File: src/vhtd_pkg.sv
`timescale 1ns / 1ps

package vhtd_pkg;

  // Field widths fixed by the interface.
  localparam int unsigned SAMPLE_W   = 16;
  localparam int unsigned FREQ_W     = 12;
  localparam int unsigned TOL_W      = 10;
  localparam int unsigned CNT_W      = 10;
  localparam int unsigned STAGE_W    = 2;
  localparam int unsigned DATA_W     = 32;
  localparam int unsigned REG_ADDR_W = 5;

  // Default number of samples in one averaging window.
  localparam int unsigned WINDOW_LEN_DEF = 8;

  // Register reset values.
  localparam logic [FREQ_W-1:0] LEADER_FREQ_RST = 12'd1900;
  localparam logic [FREQ_W-1:0] SYNC_FREQ_RST   = 12'd1200;
  localparam logic [TOL_W-1:0]  TOLERANCE_RST   = 10'd50;
  localparam logic [CNT_W-1:0]  LEADER_ONE_RST  = 10'd250;
  localparam logic [CNT_W-1:0]  SYNC_WIN_RST    = 10'd8;
  localparam logic [CNT_W-1:0]  LEADER_TWO_RST  = 10'd250;

  // Register index, taken from paddr[4:2].
  typedef enum logic [2:0] {
    REG_LEADER_FREQ = 3'd0,
    REG_SYNC_FREQ   = 3'd1,
    REG_TOLERANCE   = 3'd2,
    REG_LEADER_ONE  = 3'd3,
    REG_SYNC_WIN    = 3'd4,
    REG_LEADER_TWO  = 3'd5
  } reg_idx_e;

  // Detector stages, one-hot.
  typedef enum logic [3:0] {
    ST_IDLE = 4'b0001,
    ST_LEAD1 = 4'b0010,
    ST_SYNC = 4'b0100,
    ST_LEAD2 = 4'b1000
  } stage_e;

  // Stage numbers as reported on the result.
  localparam logic [STAGE_W-1:0] CODE_IDLE  = 2'd0;
  localparam logic [STAGE_W-1:0] CODE_LEAD1 = 2'd1;
  localparam logic [STAGE_W-1:0] CODE_SYNC  = 2'd2;
  localparam logic [STAGE_W-1:0] CODE_LEAD2 = 2'd3;

  // Detector configuration as held in the register bank.
  typedef struct packed {
    logic [FREQ_W-1:0] leader_freq;
    logic [FREQ_W-1:0] sync_freq;
    logic [TOL_W-1:0]  match_tolerance;
    logic [CNT_W-1:0]  leader_one_windows;
    logic [CNT_W-1:0]  sync_windows;
    logic [CNT_W-1:0]  leader_two_windows;
  } cfg_t;

  // Map a one-hot stage to its reported number.
  function automatic logic [STAGE_W-1:0] stage_code(input stage_e st);
    logic [STAGE_W-1:0] code;
    case (st)
      ST_IDLE:  code = CODE_IDLE;
      ST_LEAD1: code = CODE_LEAD1;
      ST_SYNC:  code = CODE_SYNC;
      ST_LEAD2: code = CODE_LEAD2;
      default:  code = CODE_IDLE;
    endcase
    return code;
  endfunction

endpackage

File: src/vhtd_accum.sv
`timescale 1ns / 1ps

module vhtd_accum import vhtd_pkg::*; #(
  parameter int unsigned WINDOW_LEN = WINDOW_LEN_DEF,
  parameter int unsigned SUM_W      = SAMPLE_W + $clog2(WINDOW_LEN)
) (
  input  logic                    clk_i,
  input  logic                    rst_ni,
  input  logic                    in_valid_i,
  output logic                    in_ready_o,
  input  logic signed [SAMPLE_W-1:0] freq_sample_i,
  output logic                    win_valid_o,
  input  logic                    win_ready_i,
  output logic signed [SUM_W-1:0] win_sum_o
);

  localparam int unsigned FILL_W = (WINDOW_LEN > 1) ? $clog2(WINDOW_LEN) : 1;
  localparam logic [FILL_W-1:0] FILL_LAST = FILL_W'(WINDOW_LEN - 1);

  logic signed [SUM_W-1:0] sum_q, sum_d, sum_next;
  logic [FILL_W-1:0]       fill_q, fill_d;
  logic                    win_v_q, win_v_d;
  logic signed [SUM_W-1:0] win_sum_q, win_sum_d;
  logic                    accept, last;

  assign in_ready_o = !win_v_q || win_ready_i;
  assign accept     = in_valid_i && in_ready_o;
  assign last       = (fill_q == FILL_LAST);
  assign sum_next   = sum_q + SUM_W'(freq_sample_i);

  // Running sum and fill count; a full window moves to the output register.
  always_comb begin
    sum_d     = sum_q;
    fill_d    = fill_q;
    win_sum_d = win_sum_q;
    win_v_d   = win_v_q && !win_ready_i;
    if (accept) begin
      if (last) begin
        sum_d     = '0;
        fill_d    = '0;
        win_sum_d = sum_next;
        win_v_d   = 1'b1;
      end else begin
        sum_d  = sum_next;
        fill_d = fill_q + 1'b1;
      end
    end
  end

  always_ff @(posedge clk_i or negedge rst_ni) begin
    if (!rst_ni) begin
      sum_q   <= '0;
      fill_q  <= '0;
      win_v_q <= 1'b0;
    end else begin
      sum_q   <= sum_d;
      fill_q  <= fill_d;
      win_v_q <= win_v_d;
    end
  end

  always_ff @(posedge clk_i) begin
    win_sum_q <= win_sum_d;
  end

  assign win_valid_o = win_v_q;
  assign win_sum_o   = win_sum_q;

endmodule

File: src/vhtd_avg.sv
`timescale 1ns / 1ps

module vhtd_avg import vhtd_pkg::*; #(
  parameter int unsigned WINDOW_LEN = WINDOW_LEN_DEF,
  parameter int unsigned SUM_W      = SAMPLE_W + $clog2(WINDOW_LEN)
) (
  input  logic                       clk_i,
  input  logic                       rst_ni,
  input  logic                       sum_valid_i,
  output logic                       sum_ready_o,
  input  logic signed [SUM_W-1:0]    sum_i,
  output logic                       avg_valid_o,
  input  logic                       avg_ready_i,
  output logic signed [SAMPLE_W-1:0] avg_o
);

  // Reciprocal scaled by 2^SUM_W; the estimate is the quotient or one less.
  localparam logic [SUM_W:0]   RECIP = (SUM_W+1)'((64'd1 << SUM_W) / WINDOW_LEN);
  localparam logic [SUM_W-1:0] WLEN  = SUM_W'(WINDOW_LEN);
  localparam int unsigned      PROD_W = 2 * SUM_W + 1;

  // Estimate stage.
  logic                a_v_q;
  logic                a_neg_q;
  logic [SUM_W-1:0]    a_mag_q;
  logic [SAMPLE_W-1:0] a_est_q;
  logic                a_ready;
  logic                neg;
  logic [SUM_W-1:0]    mag;
  logic [PROD_W-1:0]   prod;

  // Correction stage.
  logic                       b_v_q;
  logic signed [SAMPLE_W-1:0] b_avg_q, b_avg_d;
  logic [2*SUM_W-1:0]         back_prod;
  logic [SUM_W-1:0]           rem;
  logic [SAMPLE_W-1:0]        quot;

  assign a_ready     = !b_v_q || avg_ready_i;
  assign sum_ready_o = !a_v_q || a_ready;

  // Magnitude times reciprocal gives the quotient estimate.
  assign neg  = sum_i[SUM_W-1];
  assign mag  = neg ? (~sum_i + 1'b1) : sum_i;
  assign prod = PROD_W'(mag) * PROD_W'(RECIP);

  // Remainder check adds the missing one, then the sign is put back.
  assign back_prod = (2*SUM_W)'(a_est_q) * (2*SUM_W)'(WLEN);
  assign rem       = a_mag_q - back_prod[SUM_W-1:0];
  assign quot      = a_est_q + SAMPLE_W'(rem >= WLEN);
  assign b_avg_d   = a_neg_q ? -$signed(quot) : $signed(quot);

  always_ff @(posedge clk_i or negedge rst_ni) begin
    if (!rst_ni) begin
      a_v_q <= 1'b0;
      b_v_q <= 1'b0;
    end else begin
      if (sum_ready_o) begin
        a_v_q <= sum_valid_i;
      end
      if (a_ready) begin
        b_v_q <= a_v_q;
      end
    end
  end

  always_ff @(posedge clk_i) begin
    if (sum_ready_o && sum_valid_i) begin
      a_neg_q <= neg;
      a_mag_q <= mag;
      a_est_q <= prod[SUM_W +: SAMPLE_W];
    end
    if (a_ready && a_v_q) begin
      b_avg_q <= b_avg_d;
    end
  end

  assign avg_valid_o = b_v_q;
  assign avg_o       = b_avg_q;

endmodule

File: src/vhtd_detect.sv
`timescale 1ns / 1ps

module vhtd_detect import vhtd_pkg::*; (
  input  logic                       clk_i,
  input  logic                       rst_ni,
  input  cfg_t                       cfg_i,
  input  logic                       avg_valid_i,
  output logic                       avg_ready_o,
  input  logic signed [SAMPLE_W-1:0] avg_i,
  output logic                       out_valid_o,
  input  logic                       out_ready_i,
  output logic signed [SAMPLE_W-1:0] window_average_o,
  output logic [STAGE_W-1:0]         detect_stage_o,
  output logic                       header_found_o
);

  localparam int unsigned DIFF_W = SAMPLE_W + 2;

  stage_e            stage_q, stage_d;
  logic [CNT_W-1:0]  count_q, count_d;
  logic [CNT_W-1:0]  count_inc;
  logic              out_v_q;
  logic              found_d, found_q;
  logic [STAGE_W-1:0] code_q;
  logic signed [SAMPLE_W-1:0] avg_q;
  logic              take;
  logic              match_lead, match_sync;
  logic signed [DIFF_W-1:0] diff_lead, diff_sync;
  logic [DIFF_W-1:0] abs_lead, abs_sync;

  assign avg_ready_o = !out_v_q || out_ready_i;
  assign take        = avg_valid_i && avg_ready_o;

  // Tolerance checks against both tones.
  assign diff_lead  = DIFF_W'(avg_i) - DIFF_W'($signed({1'b0, cfg_i.leader_freq}));
  assign diff_sync  = DIFF_W'(avg_i) - DIFF_W'($signed({1'b0, cfg_i.sync_freq}));
  assign abs_lead   = diff_lead[DIFF_W-1] ? DIFF_W'(-diff_lead) : DIFF_W'(diff_lead);
  assign abs_sync   = diff_sync[DIFF_W-1] ? DIFF_W'(-diff_sync) : DIFF_W'(diff_sync);
  assign match_lead = abs_lead <= DIFF_W'(cfg_i.match_tolerance);
  assign match_sync = abs_sync <= DIFF_W'(cfg_i.match_tolerance);
  assign count_inc  = count_q + 1'b1;

  // Stage sequencing; a leader match on any miss restarts the first stage.
  always_comb begin
    stage_d = stage_q;
    count_d = count_q;
    found_d = 1'b0;
    case (stage_q)
      ST_IDLE: begin
        stage_d = match_lead ? ST_LEAD1 : ST_IDLE;
        count_d = match_lead ? CNT_W'(1) : '0;
      end
      ST_LEAD1: begin
        if (match_lead) begin
          count_d = count_inc;
          if (count_inc >= cfg_i.leader_one_windows) begin
            stage_d = ST_SYNC;
            count_d = '0;
          end
        end else begin
          stage_d = ST_IDLE;
          count_d = '0;
        end
      end
      ST_SYNC: begin
        if (match_sync) begin
          count_d = count_inc;
          if (count_inc >= cfg_i.sync_windows) begin
            stage_d = ST_LEAD2;
            count_d = '0;
          end
        end else begin
          stage_d = match_lead ? ST_LEAD1 : ST_IDLE;
          count_d = match_lead ? CNT_W'(1) : '0;
        end
      end
      ST_LEAD2: begin
        if (match_lead) begin
          count_d = count_inc;
          if (count_inc >= cfg_i.leader_two_windows) begin
            found_d = 1'b1;
            stage_d = ST_IDLE;
            count_d = '0;
          end
        end else begin
          stage_d = ST_IDLE;
          count_d = '0;
        end
      end
      default: begin
        stage_d = ST_IDLE;
        count_d = '0;
      end
    endcase
  end

  always_ff @(posedge clk_i or negedge rst_ni) begin
    if (!rst_ni) begin
      stage_q <= ST_IDLE;
      count_q <= '0;
      out_v_q <= 1'b0;
    end else begin
      if (take) begin
        stage_q <= stage_d;
        count_q <= count_d;
      end
      if (avg_ready_o) begin
        out_v_q <= avg_valid_i;
      end
    end
  end

  // Result register.
  always_ff @(posedge clk_i) begin
    if (take) begin
      avg_q   <= avg_i;
      code_q  <= stage_code(stage_d);
      found_q <= found_d;
    end
  end

  assign out_valid_o      = out_v_q;
  assign window_average_o = avg_q;
  assign detect_stage_o   = code_q;
  assign header_found_o   = found_q;

endmodule

File: src/vis_header_tone_detector.sv
`timescale 1ns / 1ps

// A result passes the accumulator output, both divider stages and the detector register.
// Throughput: one sample per cycle unless back-pressure stalls it; one result per WINDOW_LEN samples.
// The path is a window accumulator, a two-stage reciprocal divider and the detector register.
// Reset (asynchronous, active low) clears the window, the detector stage and count,
// empties the pipeline, and loads the register defaults.
module vis_header_tone_detector import vhtd_pkg::*; #(
  parameter int unsigned WINDOW_LEN = WINDOW_LEN_DEF
) (
  input  logic                       clk_i,
  input  logic                       rst_ni,
  input  logic                       psel,
  input  logic                       penable,
  input  logic                       pwrite,
  input  logic [REG_ADDR_W-1:0]      paddr,
  input  logic [DATA_W-1:0]          pwdata,
  output logic [DATA_W-1:0]          prdata,
  output logic                       pready,
  input  logic                       in_valid_i,
  output logic                       in_ready_o,
  input  logic signed [SAMPLE_W-1:0] freq_sample_i,
  output logic                       out_valid_o,
  input  logic                       out_ready_i,
  output logic signed [SAMPLE_W-1:0] window_average_o,
  output logic [STAGE_W-1:0]         detect_stage_o,
  output logic                       header_found_o
);

  localparam int unsigned SUM_W = SAMPLE_W + $clog2(WINDOW_LEN);

  cfg_t     cfg_q;
  reg_idx_e reg_idx;
  logic     wr_en;

  logic                       win_valid, win_ready;
  logic signed [SUM_W-1:0]    win_sum;
  logic                       avg_valid, avg_ready;
  logic signed [SAMPLE_W-1:0] avg;

  assign pready  = 1'b1;
  assign reg_idx = reg_idx_e'(paddr[REG_ADDR_W-1:2]);
  assign wr_en   = psel && penable && pwrite;

  // Configuration registers.
  always_ff @(posedge clk_i or negedge rst_ni) begin
    if (!rst_ni) begin
      cfg_q.leader_freq        <= LEADER_FREQ_RST;
      cfg_q.sync_freq          <= SYNC_FREQ_RST;
      cfg_q.match_tolerance    <= TOLERANCE_RST;
      cfg_q.leader_one_windows <= LEADER_ONE_RST;
      cfg_q.sync_windows       <= SYNC_WIN_RST;
      cfg_q.leader_two_windows <= LEADER_TWO_RST;
    end else if (wr_en) begin
      case (reg_idx)
        REG_LEADER_FREQ: cfg_q.leader_freq        <= pwdata[FREQ_W-1:0];
        REG_SYNC_FREQ:   cfg_q.sync_freq          <= pwdata[FREQ_W-1:0];
        REG_TOLERANCE:   cfg_q.match_tolerance    <= pwdata[TOL_W-1:0];
        REG_LEADER_ONE:  cfg_q.leader_one_windows <= pwdata[CNT_W-1:0];
        REG_SYNC_WIN:    cfg_q.sync_windows       <= pwdata[CNT_W-1:0];
        REG_LEADER_TWO:  cfg_q.leader_two_windows <= pwdata[CNT_W-1:0];
        default: ;
      endcase
    end
  end

  // Register read back.
  always_comb begin
    case (reg_idx)
      REG_LEADER_FREQ: prdata = DATA_W'(cfg_q.leader_freq);
      REG_SYNC_FREQ:   prdata = DATA_W'(cfg_q.sync_freq);
      REG_TOLERANCE:   prdata = DATA_W'(cfg_q.match_tolerance);
      REG_LEADER_ONE:  prdata = DATA_W'(cfg_q.leader_one_windows);
      REG_SYNC_WIN:    prdata = DATA_W'(cfg_q.sync_windows);
      REG_LEADER_TWO:  prdata = DATA_W'(cfg_q.leader_two_windows);
      default:         prdata = '0;
    endcase
  end

  // Window accumulator.
  vhtd_accum #(
    .WINDOW_LEN (WINDOW_LEN),
    .SUM_W      (SUM_W)
  ) u_accum (
    .clk_i         (clk_i),
    .rst_ni        (rst_ni),
    .in_valid_i    (in_valid_i),
    .in_ready_o    (in_ready_o),
    .freq_sample_i (freq_sample_i),
    .win_valid_o   (win_valid),
    .win_ready_i   (win_ready),
    .win_sum_o     (win_sum)
  );

  // Division by the window length.
  vhtd_avg #(
    .WINDOW_LEN (WINDOW_LEN),
    .SUM_W      (SUM_W)
  ) u_avg (
    .clk_i       (clk_i),
    .rst_ni      (rst_ni),
    .sum_valid_i (win_valid),
    .sum_ready_o (win_ready),
    .sum_i       (win_sum),
    .avg_valid_o (avg_valid),
    .avg_ready_i (avg_ready),
    .avg_o       (avg)
  );

  // Tone sequence detector and result register.
  vhtd_detect u_detect (
    .clk_i            (clk_i),
    .rst_ni           (rst_ni),
    .cfg_i            (cfg_q),
    .avg_valid_i      (avg_valid),
    .avg_ready_o      (avg_ready),
    .avg_i            (avg),
    .out_valid_o      (out_valid_o),
    .out_ready_i      (out_ready_i),
    .window_average_o (window_average_o),
    .detect_stage_o   (detect_stage_o),
    .header_found_o   (header_found_o)
  );

endmodule

File: config.mk
export PLATFORM = sky130hd
export DESIGN_NAME = vis_header_tone_detector
export DESIGN_NICKNAME = d
export VERILOG_FILES = /design/src/vhtd_pkg.sv /design/src/vhtd_accum.sv /design/src/vhtd_avg.sv /design/src/vhtd_detect.sv /design/src/vis_header_tone_detector.sv
export SDC_FILE = /design/constraint.sdc
export NUM_CORES = 1
export LEC_CHECK = 0
export ABC_CLOCK_PERIOD_IN_PS = 6900
export BUFFER_PORTS_ARGS = -buffer_cell sky130_fd_sc_hd__buf_2
export CORE_MARGIN = 2
export CORE_UTILIZATION = 50
export CTS_CLUSTER_DIAMETER = 80
export CTS_CLUSTER_SIZE = 12
export DETAILED_ROUTE_END_ITERATION = 8
export GPL_TIMING_DRIVEN = 1
export PLACE_DENSITY = 0.78
export SLEW_MARGIN = 10
export SYNTH_ARGS = -nofsm -noshare
export SYNTH_HDL_FRONTEND = slang
export SYNTH_SLANG_ARGS = --single-unit
File: constraint.sdc
create_clock -name clk_i -period 6.9 [get_ports clk_i]
set_clock_uncertainty 0.05 [all_clocks]
set_input_delay 1.035 -clock clk_i [delete_from_list [all_inputs] [get_ports clk_i]]
set_output_delay 1.035 -clock clk_i [all_outputs]
set_load 0.03 [all_outputs]
==> key figures <==
Cells and area
  • Area Overhead vs Synth: 9.435%
  • FF/Latch Area: approximately 4800 um2
  • Nets: 1460
  • Layout cell share with drive strength beyond 1: 0.1608
  • Fin cells: 1636
  • Diodes inserted: 0
  • # fillers: 2123
  • Footprint of the multi-input gates: 6804 um2

Clocking
  • Setup bufs post-CTS: 0
  • Clock sink count: approximately 180
  • CTS tree: built
  • CTS clock-pin slew for the worst setup and hold paths: 0.08 ns
  • Num CTS Buffers: 17
  • Bufs on Longest Clock Path: 2
  • Root buffer cell: clkbuf_16
  • Post-CTS Hold Buffers: 0
  • CTS resizes: 0
  • Worst-Skew Late Latency: 0.45 ns
  • Max H-tree Level: 4

Detailed routing
  • Post-route ant nets: 0
  • Via density per instance: 5.859
  • Avg WL per Cell: around 18 um
  • Vias: 9585
  • DRC errors left: 0
  • Initial DRT Pass Iterations: 5
  • Final wirelength: a little under 30000 um
  • Initial drt markers: 679

Floorplanning
  • Die ar.: 25640 um2
  • CORE AREA: 24110 um2
  • # rows: 57
  • Die height: 160.1 um
  • Die width: 160.1 um
  • I/O pin count: 114
  • Starting density of the core: 0.5056

Timing
  • Max Freq: 179.8 MHz
  • Fin crit share: 0.8062
  • Worst hold margin: approximately 0.43 ns
  • Setup Viol. Count Final: 0
  • Worst-margin pin slew: 0.9395 ns
  • Unrepaired setup endpoints after global routing: false
  • Final hold violation count: 0
  • TNS Setup: 0 ns
  • Minimum clock period: 5.563 ns
  • Final Max Slew Viols: 0
  • Slew Limit Headroom: 0.3721

Synthesis
  • Simple-Gate Fraction of Synth Area: 0.1478
  • Synth warn: 0
  • Main synth FF type: dfrtp_1
  • Post-Synthesis Cells: approximately 1.2k
  • Adder-cell area share of the yosys netlist: 0.1055
  • Commonest cells post-synth: ha_1 (98), o21ai_0 (92), nand2_1 (90)
  • Sequential element share of the synthesized area: 0.3914
  • Compound-Gate Fraction of Synth Area: 0.1844
  • Yosys cell types: between 100 and 150
  • Most numerous cell in the Yosys netlist: ha_1
  • Ranking of synthesized cells by area: edfxtp_1 (17%), dfrtp_1 (16%), ha_1 (10%), dfstp_2 (6.0%), xnor2_1 (5.0%)
  • Cell taking the most area after synthesis: edfxtp_1
  • Ys async rst share: 0.5943
  • Yosys reg bits: 175
  • Combinational family with the most area after synthesis: compound AO/OA/AOI/OAI gates
  • Synth Cell Area: 12190 um2
  • Yosys top cell area share: 0.1749
  • Post-synth EDFFs: 71
  • XOR/XNOR Fraction of Synth Area: 0.06324
  • Post-synthesis mux area share: 0.05031
  • Syn Area/Cell: approximately 10 um2

Global route
  • Antenna violations before repair: 0
  • First-pass GRT wire length: approximately 48000 um
  • Largest net degree at the start of global routing: 56
  • GRT Total Usage: 0.2315
  • Vias in the first global route: 9231
  • Global route overflow: 0

Pwr
  • P_sw: 1.721 mW
  • Pwr Density: 328.2 nW/um2
  • Clock power frac: 0.227
  • Sw Ratio: 0.3932
  • P_int: 2.656 mW
  • Peak VDD IR: 211.4 uV
  • Register share of total power: 0.345
  • Combinational Power Share: 0.428
  • Leakage power: 5.725 nW

Worst setup path
  • Worst-path fanout max: 11
  • CP startpoint kind: flop
  • Reg-to-reg endpoint: u_detect.detect_stage_o[0]
  • CP Capture Type: flop
  • Arrival time worst endpoint: 5.71 ns
  • Flop2flop setup slack: approximately 1.3 ns
  • Crit path kind: reg2reg
  • Reg2reg path depth: 22
  • Critical Path RT: 7.05 ns
  • FF-to-FF Start: u_avg.avg_o[0]

Worst hold path
  • Hold Path Class: reg2reg
  • HP Start: u_avg.avg_o[0]
  • Min-Delay Endpoint: u_detect.window_average_o[0]
  • Hold Path Depth: 0

Flow run
  • Max cap viols: 0

Place
  • Gpl congestion: 0.9325
  • Port bufs: 70
  • Placed cell count: 1604
  • Dpl hpwl: between 20000 and 25000 um

Status
  • Status: finished clean
-- stage by stage --
step                cell area [um2]  power (mW)  utilization  setup slack (ns)
global route                  13340       4.679       0.5533            0.9197
global placement              12710       3.294       0.5275             1.509
floorplan                     12260       2.944            -             2.136
detailed placement            12710       3.363       0.5275             1.469
finish                        13340       4.377       0.5533             1.337
CTS                           13340       4.378       0.5533             1.441
-- cell type report --
| type | instances | area share |
|---|---|---|
| repair buffers | 77 | 0.03040 |
| multi-input cells | 940 | 0.5102 |
| clock buffers | 17 | 0.03190 |
| well taps | 324 | 0.03040 |
| inverters | 88 | 0.02477 |
| flip-flops and latches | 175 | 0.3576 |
| clock inverters | 15 | 0.01473 |
-- worst max-delay path, stage by stage, from the launching register on --
cell,delay (ns)
edfxtp_1,0.36
inv_1,0.11
ha_1,0.23
fa_1,0.43
nand2b_1,0.21
a21oi_2,0.21
o31a_2,0.18
o21a_2,0.22
nor2_1,0.08
nor2_1,0.64
nor2_1,0.11
xnor2_1,0.16
ha_1,0.31
o21ai_0,0.08
nand2b_1,0.08
a21oi_1,0.14
o21ai_0,0.12
a31oi_1,0.19
o21ai_0,0.17
a22o_1,0.30
or4b_4,0.55
a21boi_1,0.25
o21ai_0,0.11
-- worst max path at each step --
stage	from	to	slack (ns)	depth (start not counted)
final	u_avg.avg_o[0]	u_detect.detect_stage_o[0]	1.34	22
after global routing	u_avg.avg_o[0]	u_detect.count_q[7]	0.92	23
after CTS	u_avg.avg_o[0]	u_detect.count_q[7]	1.44	23
after detailed placement	u_avg.avg_o[0]	u_detect.count_q[9]	1.47	23
after global placement	u_avg.avg_o[0]	u_detect.count_q[1]	1.51	23
after floorplan	cfg_q[47]	u_detect.detect_stage_o[0]	2.14	21
-- cell families (layout without fill, tap and decap cells) --
kind of cell	after synthesis	after routing
fa+ha+maj	101	101
buf+inv	152	197
flops	175	175
compound gates	326	326
mux	54	54
simple gates	350	350
other cells	2	21
xor+xnor	88	88
-- registers in the layout (all words and copies together) (netlist names) --
signal / count
u_accum.win_valid_o: 1
u_detect.detect_stage_o: 2
u_detect.header_found_o: 1
u_detect.out_valid_o: 1
u_accum.win_sum_o: 19
u_detect.count_q: 10
u_avg.avg_o: 16
cfg_q: 64
u_detect.window_average_o: 16
u_avg.a_v_q: 1
u_accum.fill_q: 3
u_avg.a_est_q: 16
u_avg.a_neg_q: 1
u_accum.sum_q: 19
u_detect.stage_q: 4
u_avg.avg_valid_o: 1
-- layout by cell type, fill, tap and decap left out, types with 16 or more instances in the layout --
cell	synthesis	final
ha_1	98	98
nand2b_1	19	19
edfxtp_1	71	71
dfrtp_1	76	76
mux2_2	38	38
nand3_1	31	31
clkbuf_16	0	17
dfstp_2	28	28
inv_1	87	87
a22o_1	22	22
a21oi_1	42	42
nor2_1	84	84
nand2_1	90	90
xor2_1	18	18
a21o_1	16	16
buf_2	3	69
conb_1	2	21
nor3_1	19	19
xnor2_1	70	70
o21ai_0	92	92
-- per-layer routing --
metal | GRT usage | routed length [um]
met5 | 0 | 0
met4 | 0.09050 | 855
met3 | 0.03403 | 1362
met2 | 0.3916 | 14320
met1 | 0.3006 | 12730
-- power by group through the flow --
stage	Sequential, mW	Combinational (mW)	Clock, mW
6_report	1.51	1.87	0.994
5_1_grt	1.53	2.09	1.05
4_1_cts	1.51	1.86	1.01
3_5_place_dp	1.52	1.84	0
3_3_place_gp	1.51	1.78	0
2_1_floorplan	1.48	1.46	0
No activity file was read; power rests on OpenSTA's default activity.
